==> src/fdr_pkg.sv <==
// Package for the duplicate-id rejecting FIFO: constants, opcodes and payload structs.
`default_nettype none

package fdr_pkg;

   localparam int DEPTH = 16;
   localparam int CNT_W = $clog2(DEPTH + 1);
   localparam int ID_W  = 31;
   localparam int PAY_W = 32;
   localparam int OUT_CNT_W = 5;

   typedef enum logic [1:0] {
      OP_PUSH  = 2'd0,
      OP_PULL  = 2'd1,
      OP_PEEK  = 2'd2,
      OP_CLEAR = 2'd3
   } fdr_op_type;

   typedef struct packed {
      fdr_op_type         req_type;
      logic signed [31:0] item_id;
      logic [31:0]        payload;
      logic               payload_empty;
   } fdr_req_type;

   typedef struct packed {
      logic                 success;
      logic [ID_W-1:0]      out_id;
      logic [PAY_W-1:0]     out_payload;
      logic [OUT_CNT_W-1:0] entry_count;
      logic                 queue_empty;
   } fdr_rsp_type;

   // One stored entry as it moves along the cell row.
   typedef struct packed {
      logic             valid;
      logic [ID_W-1:0]  id;
      logic [PAY_W-1:0] payload;
   } fdr_entry_type;

   // Per-cell control from the queue controller.
   typedef struct packed {
      logic clear;
      logic shift;
      logic load;
   } fdr_cell_ctrl_type;

endpackage

`default_nettype wire

==> src/fdr_cell.sv <==
// One storage cell of the queue row: holds an entry, shifts toward the head, matches ids.
`default_nettype none

module fdr_cell (
   input  wire                      clock,
   input  wire                      reset,
   input  fdr_pkg::fdr_cell_ctrl_type ctrl,
   input  fdr_pkg::fdr_entry_type   up_entry,
   input  fdr_pkg::fdr_entry_type   new_entry,
   input  wire [fdr_pkg::ID_W-1:0]  key,
   output fdr_pkg::fdr_entry_type   cur_entry,
   output logic                     match
);
   import fdr_pkg::*;

   logic             valid_ff, valid_in;
   logic [ID_W-1:0]  id_ff, id_in;
   logic [PAY_W-1:0] payload_ff, payload_in;

   always_comb begin
      valid_in   = valid_ff;
      id_in      = id_ff;
      payload_in = payload_ff;
      if (ctrl.clear) begin
         valid_in = 1'b0;
      end else if (ctrl.shift) begin
         valid_in   = up_entry.valid;
         id_in      = up_entry.id;
         payload_in = up_entry.payload;
      end else if (ctrl.load) begin
         valid_in   = 1'b1;
         id_in      = new_entry.id;
         payload_in = new_entry.payload;
      end
   end

   always_ff @(posedge clock) begin
      if (reset) begin
         valid_ff <= 1'b0;
      end else begin
         valid_ff <= valid_in;
      end
   end

   always_ff @(posedge clock) begin
      id_ff      <= id_in;
      payload_ff <= payload_in;
   end

   assign cur_entry = '{valid: valid_ff, id: id_ff, payload: payload_ff};
   assign match     = valid_ff && (id_ff == key);

endmodule

`default_nettype wire

==> src/fifo_with_duplicate_id_reject.sv <==
// Top level of the bounded FIFO that rejects pushes of ids already held.
`default_nettype none

// Bounded queue of DEPTH (id, payload) entries kept in a row of cells with the
// head in cell 0. Every request (push, pull, peek, clear) is taken when start is
// high and answered with exactly one result in the next cycle: busy never rises,
// so a request may be issued every clock. The id compare is done by every cell
// at once against the pushed id and feeds a single OR across the row. The
// result is shown for one cycle under rsp_strobe and cannot be held off, so
// capture it on that edge. A push fails when the id is negative, the payload is
// marked empty, the queue is full or the id is already held; a failed push
// changes nothing. Pull and peek on an empty queue fail. out_id and out_payload
// are zero except for a successful pull or peek. entry_count and queue_empty
// give the state after the request.
module fifo_with_duplicate_id_reject (
   input  wire                   clock,
   input  wire                   reset,
   input  wire                   start,
   output logic                  busy,
   input  fdr_pkg::fdr_req_type  req_data,
   output logic                  rsp_strobe,
   output fdr_pkg::fdr_rsp_type  rsp_data
);
   import fdr_pkg::*;

   fdr_entry_type     cell_entry [DEPTH];
   fdr_entry_type     up_entry   [DEPTH];
   fdr_cell_ctrl_type cell_ctrl  [DEPTH];
   logic [DEPTH-1:0]  cell_match;
   logic [DEPTH-1:0]  cell_valid;

   logic [CNT_W-1:0]  count_ff, count_in;
   logic              rsp_strobe_ff;
   fdr_rsp_type       rsp_ff, rsp_in;

   logic              accept;
   logic              is_push, is_pull, is_peek, is_clear;
   logic              dup_hit, push_ok, head_ok, pull_ok;
   logic [ID_W-1:0]   key;
   fdr_entry_type     new_entry;

   assign busy   = 1'b0;
   assign accept = start && !busy;

   assign is_push  = accept && (req_data.req_type == OP_PUSH);
   assign is_pull  = accept && (req_data.req_type == OP_PULL);
   assign is_peek  = accept && (req_data.req_type == OP_PEEK);
   assign is_clear = accept && (req_data.req_type == OP_CLEAR);

   assign key       = req_data.item_id[ID_W-1:0];
   assign new_entry = '{valid: 1'b1, id: key, payload: req_data.payload};

   // Every cell checks the pushed id against its own entry.
   assign dup_hit = |cell_match;
   assign push_ok = is_push && !req_data.item_id[31] && !req_data.payload_empty
                    && (count_ff < CNT_W'(DEPTH)) && !dup_hit;
   assign head_ok = (is_pull || is_peek) && (count_ff != '0);
   assign pull_ok = is_pull && head_ok;

   // Build the row: each cell takes its upper neighbor's entry on a pull.
   for (genvar i = 0; i < DEPTH; i++) begin : g_cell
      if (i == DEPTH - 1) begin : g_last
         assign up_entry[i] = '0;
      end else begin : g_mid
         assign up_entry[i] = cell_entry[i+1];
      end

      assign cell_ctrl[i] = '{clear: is_clear,
                              shift: pull_ok,
                              load:  push_ok && (count_ff == CNT_W'(i))};

      fdr_cell u_cell (
         .clock     (clock),
         .reset     (reset),
         .ctrl      (cell_ctrl[i]),
         .up_entry  (up_entry[i]),
         .new_entry (new_entry),
         .key       (key),
         .cur_entry (cell_entry[i]),
         .match     (cell_match[i])
      );

      assign cell_valid[i] = cell_entry[i].valid;
   end

   // Advance the fill count.
   always_comb begin
      count_in = count_ff;
      if (is_clear) begin
         count_in = '0;
      end else if (push_ok) begin
         count_in = count_ff + CNT_W'(1);
      end else if (pull_ok) begin
         count_in = count_ff - CNT_W'(1);
      end
   end

   // Form the result from the state before the update and the new count.
   always_comb begin
      rsp_in             = '0;
      rsp_in.success     = push_ok || head_ok || is_clear;
      rsp_in.entry_count = OUT_CNT_W'(count_in);
      rsp_in.queue_empty = (count_in == '0);
      if (head_ok) begin
         rsp_in.out_id      = cell_entry[0].id;
         rsp_in.out_payload = cell_entry[0].payload;
      end
   end

   always_ff @(posedge clock) begin
      if (reset) begin
         count_ff      <= '0;
         rsp_strobe_ff <= 1'b0;
      end else begin
         count_ff      <= count_in;
         rsp_strobe_ff <= accept;
      end
   end

   // Hold the result payload for the transfer cycle.
   always_ff @(posedge clock) begin
      rsp_ff <= rsp_in;
   end

   assign rsp_strobe = rsp_strobe_ff;
   assign rsp_data   = rsp_ff;

   // Every transfer in produces one result on the next cycle.
   a_rsp_follows: assert property (@(posedge clock) disable iff (reset)
      accept |=> rsp_strobe)
      else $error("result strobe missing after accepted request");

   // Valid cells always equal the fill count.
   a_valid_count: assert property (@(posedge clock) disable iff (reset)
      $countones(cell_valid) == 32'(count_ff))
      else $error("cell valid bits disagree with fill count");

   // The count never exceeds the capacity.
   a_count_bound: assert property (@(posedge clock) disable iff (reset)
      count_ff <= CNT_W'(DEPTH))
      else $error("fill count above capacity");

   // A clear always reports an empty queue.
   a_clear_empty: assert property (@(posedge clock) disable iff (reset)
      is_clear |=> (rsp_data.success && rsp_data.queue_empty))
      else $error("clear did not report an empty queue");

endmodule

`default_nettype wire
==> config.mk <==
export PLATFORM = sky130hd
export DESIGN_NAME = fifo_with_duplicate_id_reject
export DESIGN_NICKNAME = d
export VERILOG_FILES = /design/src/fdr_pkg.sv /design/src/fdr_cell.sv /design/src/fifo_with_duplicate_id_reject.sv
export SDC_FILE = /design/constraint.sdc
export NUM_CORES = 2
export LEC_CHECK = 0
export BUFFER_PORTS_ARGS = -buffer_cell sky130_fd_sc_hd__buf_2
export CAP_MARGIN = 20
export CELL_PAD_IN_SITES_DETAIL_PLACEMENT = 1
export CELL_PAD_IN_SITES_GLOBAL_PLACEMENT = 2
export CORE_ASPECT_RATIO = 1.4
export CORE_MARGIN = 2
export CORE_UTILIZATION = 40
export DETAILED_ROUTE_END_ITERATION = 12
export PLACE_DENSITY_LB_ADDON = 0.1
export SYNTH_ARGS = -nofsm -noshare
export SYNTH_HDL_FRONTEND = slang
export SYNTH_SLANG_ARGS = --single-unit
==> constraint.sdc <==
create_clock -name clock -period 3.7 [get_ports clock]
set_input_delay 0.185 -clock clock [delete_from_list [all_inputs] [get_ports clock]]
set_output_delay 0.185 -clock clock [all_outputs]
set_load 0.02 [all_outputs]
Word-level counts from Yosys, hierarchy flattened:

Cells that the tools add are included.

* bits in registers: 1100
* input port bits: 70
* output and inout bits: 72
* logic and storage cells: 275

* add/sub/neg operators: 2
* magnitude comparators: 1
* equality and inequality tests: 34
* mux-type cells: 95
* bitwise logic cells: 1
* reductions and logical operators: 87

Operators by type and width (number)
* $mux 32: 31
* $mux 31: 31
* $eq 31x31->1: 16
* $logic_and 1x1->1: 42
* $eq 5x4->1 const B: 8
* $reduce_and 2->1: 16
* $reduce_bool 2->1: 16
* $mux 1: 30
* $eq 5x3->1 const B: 4
* $reduce_or 16->1: 1
* $mux 5: 3
* $eq 5x2->1 const B: 2
* $logic_not 5->1: 2
* $add 5x1->5 const B: 1
* $eq 5x1->1 const B: 1
* $lt 5x5->1 const B: 1
* $reduce_bool 5->1: 1
* $sub 5x1->5 const B: 1
* $eq 2x2->1 const B: 2
* $logic_not 1->1: 3
* $logic_or 1x1->1: 3
* $reduce_or 3->1: 1
* $eq 2x1->1 const B: 1
* $logic_not 2->1: 1
* other kinds (2): 2

Longest topological paths before layout:

* depth after elaboration: 9
* mapped depth: 11
* gate-level depth less buffers: 10

By module:

From an unflattened synthesis, not the netlist that was laid out.

* cell total of the unflattened synthesis: 3162
* area total of the unflattened synthesis: 51394.3 sq um

By module, submodules not included
* fdr_cell: instances 16, cells an instance 183, area an instance 3052.9 sq um, seq. area each 1911.8 sq um
* fifo_with_duplicate_id_reject: instances 1, cells an instance 234, area an instance 2547.4 sq um, seq. area each 1521.5 sq um

Least setup slack after synthesis:

OpenSTA, ideal clock, no wires.

* path type: register to register
* start: register count_ff[0]
* end: register g_cell[13].u_cell.id_ff[0], enable pin
* setup time: 422 ps
* arrival: 3223 ps
* data required time: 3278 ps
* setup slack: 54 ps
* cell stages (with the launch flop): 9
* path buffers: 3
* period minus slack after synthesis: 3646 ps
* cells stage by stage: dfxtp_1 -> inv_1 -> ha_1 -> nor4b_2 -> or3_1 -> buf_2 -> buf_2 -> clkbuf_1 -> nand2_1

* cells in the longest elaborated chain, start to end: 6
* elaborated cells between the ends (all ways): 10
* those cells by class: 1 x order compare; 1 x eq/ne; 8 x reduce/logical

Ends and longest elaborated chain
* start: declaration: line fifo_with_duplicate_id_reject.sv:32 `logic [CNT_W-1:0] count_ff, count_in;`
* start signal: assignment: line fifo_with_duplicate_id_reject.sv:115 `count_ff <= count_in;`
* $lt 5x5->1: line fifo_with_duplicate_id_reject.sv:56 `&& (count_ff < CNT_W'(DEPTH)) && !dup_hit;`
* $logic_and 1x1->1 (2 in a row): line fifo_with_duplicate_id_reject.sv:56
* $logic_and 1x1->1: line fifo_with_duplicate_id_reject.sv:70 `load: push_ok && (count_ff == CNT_W'(i))};`
* $reduce_bool 2->1 (no line) *
* $reduce_and 2->1 (no line) *
* end signal: assignment: line fdr_cell.sv:46 `id_ff <= id_in;`
* end: declaration: line fdr_cell.sv:17 `logic [ID_W-1:0] id_ff, id_in;`

Every way passes the cells marked *; elsewhere a longest branch is shown, timed or not.
A chain may end at the register's enable or synchronous reset.

==> results.sh <==
export IMPL_status="finished clean"
export IMPL_clockPowerShare=0.431
export IMPL_crit_family="simple AND/OR/NAND/NOR gates"
export IMPL_comb_power_share=0.071
export IMPL_drc_errors=0
export IMPL_dr_pass1_iters=5
export IMPL_crit_fanout=8
export IMPL_clk_path_buf_depth=3
export IMPL_synth_area_sq_um=49100
export IMPL_synth_cells=3455
export IMPL_drtIter0Drc=2098
export IMPL_power_density_nw_per_um2=487
export IMPL_rows=152
export IMPL_seq_power_share=0.498
export IMPL_crit_required_ns=4.38
export IMPL_cp_end_kind="flip-flop"
export IMPL_synth_xor_area_frac=0.0880
export IMPL_viasPerCell=5.57
export IMPL_yosys_area_share_adder=0.00153
export IMPL_num_fill_cells=12015
export IMPL_worstReg2RegEnd="rsp_data[0]$_DFF_P_"
export IMPL_setup_viol=0
export IMPL_rsz0062_at_grt="false"
export IMPL_worst_r2r_setup_slack_ns=0.14
export IMPL_clockRootBuffer="clkbuf_16"
export IMPL_cts_buffers=110
export IMPL_die_area_sq_um=126000
export IMPL_grt_pass1_wl_mm=233
export IMPL_crit_path_start_kind="flip-flop"
export IMPL_grt_max_degree=203
export IMPL_grt_pass1_vias=32260
export IMPL_multi_input_area_sq_um=15300
export IMPL_clkSinkCount=1100
export IMPL_design_area_sq_um=56600
export IMPL_wl_per_cell_um=30.0
export IMPL_cts_tree="built"
export IMPL_internal_power_mw=21.2
export IMPL_arrival_ns=4.24
export IMPL_leakagePower_nw=22.6
export IMPL_nets=3673
export IMPL_slowest_delay_ns=0.78
export IMPL_worst_pin_slew_ns=1.11
export IMPL_yosysUniqueCellTypes=55
export IMPL_dp_hpwl_mm=118
export IMPL_hold_viol_final=0
export IMPL_track_usage=0.256
export IMPL_final_util=0.463
export IMPL_finClkSkew_ns=0.0495
export IMPL_ff_latch_area_sq_um=32100
export IMPL_muxShareOfSynthArea=0
export IMPL_slew_violations=0
export IMPL_layout_drive_gt1_share=0.150
export IMPL_switching_share=0.232
export IMPL_core_sq_um=122000
export IMPL_worstReg2RegStart="g_cell[2].u_cell.id_ff[29]$_DFFE_PP_"
export IMPL_maxCapViolCount=0
export IMPL_slowest_stage="nor4_2"
export IMPL_clk_latency_ns=0.74
export IMPL_hold_depth=4
export IMPL_routabilityCongestion=0.917
export IMPL_dpl_cell_area_sq_um=52800
export IMPL_max_freq_mhz=281
export IMPL_yosys_area_share_simple=0.0647
export IMPL_ir_worst_vdd_uv=396
export IMPL_crit_path_frequent_cell="buf_4"
export IMPL_ys_warn_count=0
export IMPL_wl_mm=159
export IMPL_die_y_um=419
export IMPL_grt_overflow=0
export IMPL_ys_async_sr_fraction=0
export IMPL_antenna_cells=0
export IMPL_synth_compound_area_frac=0.154
export IMPL_path_clk_slew_ns=0.06
export IMPL_min_period_ns=3.56
export IMPL_ys_seq_area_frac=0.654
export IMPL_antenna_found_initial=9
export IMPL_ff2ff_path_depth=10
export IMPL_path_cells="xnor2_1 -> nand4_1 -> nor4_2 -> a22oi_4 -> nand3_4 -> buf_4 -> nor4_1 -> o221a_1 -> o41ai_2 -> buf_4"
export IMPL_ys_seq_elements=1100
export IMPL_final_cell_mix="edfxtp_1, a21o_1, xnor2_1"
export IMPL_fin_crit_sh=0.962
export IMPL_start_util=0.401
export IMPL_chipWidth_um=300
export IMPL_synth_edf_count=1008
export IMPL_areaGrowthSynthToFinish_pct=15.3
export IMPL_vias=29555
export IMPL_num_io_pins=142
export IMPL_cp_num_buf_inv=2
export IMPL_min_from="start"
export IMPL_avgSynthCellArea_sq_um=14.2
export IMPL_holdPathEnd="rsp_data[0]$_DFF_P_"
export IMPL_relSlewSlack=0.262
export IMPL_synth_top_flop_cell="edfxtp_1"
export IMPL_ant_nets=0
export IMPL_post_cts_buffers=0
export IMPL_h_tree_depth=3
export IMPL_final_common_cell="edfxtp_1"
export IMPL_pre_cts_ws_ns=-0.108
export IMPL_path_class="flip-flop to flip-flop"
export IMPL_synth_top_family_by_area="compound AO/OA/AOI/OAI gates"
export IMPL_min_path_type="input port to flip-flop"
export IMPL_switchingPower_mw=6.39
export IMPL_syn_num_nets=3531
export IMPL_worst_slack_ns=0.141
export IMPL_port_buffers=140
-- power groups by stage --
stage	logic [mW]	clock network [mW]	registers (mW)
floorplan	1.21	0	14.0
global placement	1.94	0	14.0
detailed placement	1.96	0	14.0
CTS	1.98	12.1	13.7
global route	2.09	12.6	13.7
finish	1.95	11.9	13.7
-- cell usage after synthesis, types with 6 or more instances --
cell | count | area share
edfxtp_1 | 1008 | 0.62
a21o_1 | 946 | 0.14
xnor2_1 | 461 | 0.082
clkbuf_1 | 213 | 0.016
nand4_1 | 201 | 0.026
and2_1 | 128 | 0.016
dfxtp_1 | 92 | 0.038
nor4_1 | 60 | 0.0076
buf_2 | 39 | 0.0040
nand2_1 | 39 | 0.0030
xor2_1 | 32 | 0.0057
buf_6 | 30 | 0.0069
nor2_1 | 23 | 0.0018
nand3_1 | 21 | 0.0021
buf_8 | 18 | 0.0055
o21ai_0 | 18 | 0.0018
a21oi_1 | 17 | 0.0017
inv_1 | 13 | 0.00099
nand2b_1 | 13 | 0.0017
nor3_1 | 9 | 0.00092
buf_4 | 8 | 0.0012
buf_12 | 7 | 0.0029
nor4_2 | 7 | 0.0018
ha_1 | 6 | 0.0015
-- logic make-up (layout without fill, tap and decap cells) --
family	count (synthesis)	in the layout
compound gates	1005	1005
buf+inv	329	567
simple gates	521	521
flops	1100	1100
xor+xnor	493	493
other cells	1	1
fa+ha+maj	6	6
-- worst max path at each step --
stage | start | end | depth (start not counted)
global route | g_cell[6].u_cell.id_ff[29]$_DFFE_PP_ | g_cell[0].u_cell.id_ff[10]$_DFFE_PP_ | 9
CTS | g_cell[13].u_cell.id_ff[23]$_DFFE_PP_ | g_cell[3].u_cell.id_ff[10]$_DFFE_PP_ | 11
finish | g_cell[2].u_cell.id_ff[29]$_DFFE_PP_ | rsp_data[0]$_DFF_P_ | 10
floorplan | count_ff[0]$_SDFF_PP0_ | g_cell[13].u_cell.id_ff[0]$_DFFE_PP_ | 8
detailed placement | g_cell[13].u_cell.id_ff[23]$_DFFE_PP_ | rsp_data[0]$_DFF_P_ | 11
global placement | req_data[56] | rsp_data[0]$_DFF_P_ | 12
-- layer usage --
metal | vias up | share of wire | global-route usage
met1 | 15621 | 0.40 | 0.313
met5 | - | 0 | 0
met4 | 0 | 0.028 | 0.0780
met2 | 605 | 0.53 | 0.470
met3 | 214 | 0.035 | 0.0288
li1 | 13115 | - | -
-- through the flow --
step	std cells	power (mW)	hold slack, ns	setup TNS, ns
4_1_cts	5310	27.8	0.0141	0
2_1_floorplan	3455	15.2	0.257	0
3_3_place_gp	5096	15.9	0.440	-15.13
5_1_grt	5310	28.4	0.0704	0
3_5_place_dp	5097	16.0	0.439	-9.99
6_report	5310	27.6	0.0723	0
-- what timing repair did --
item,4_1_cts,5_1_grt
gates resized for setup,1,0
hold buffers,5,0
hold endpoints to repair,7,0
setup endpoints to repair,270,0
-- worst min-delay path, delay by kind of cell --
| family | cells | cell delay (ns) |
|---|---|---|
| buf+inv | 2 | 0.31 |
| simple gates | 1 | 0.18 |
| compound gates | 1 | 0.09 |
-- area by class of cell --
type,count,share of cell area
flip-flops and latches,1100,0.567
multi-input cells,2026,0.270
clock buffers,130,0.0507
well taps,1617,0.0357
repair buffers,345,0.0594
inverters,14,0.000928
clock inverters,78,0.0163
-- sequential cells by signal, summed over array words and instances, names as in the netlist --
name,count
g_cell.u_cell.valid_ff,16
rsp_strobe,1
count_ff,5
g_cell.u_cell.id_ff,496
g_cell.u_cell.payload_ff,512
rsp_data,70
No activity file was read; power rests on OpenSTA's default activity.
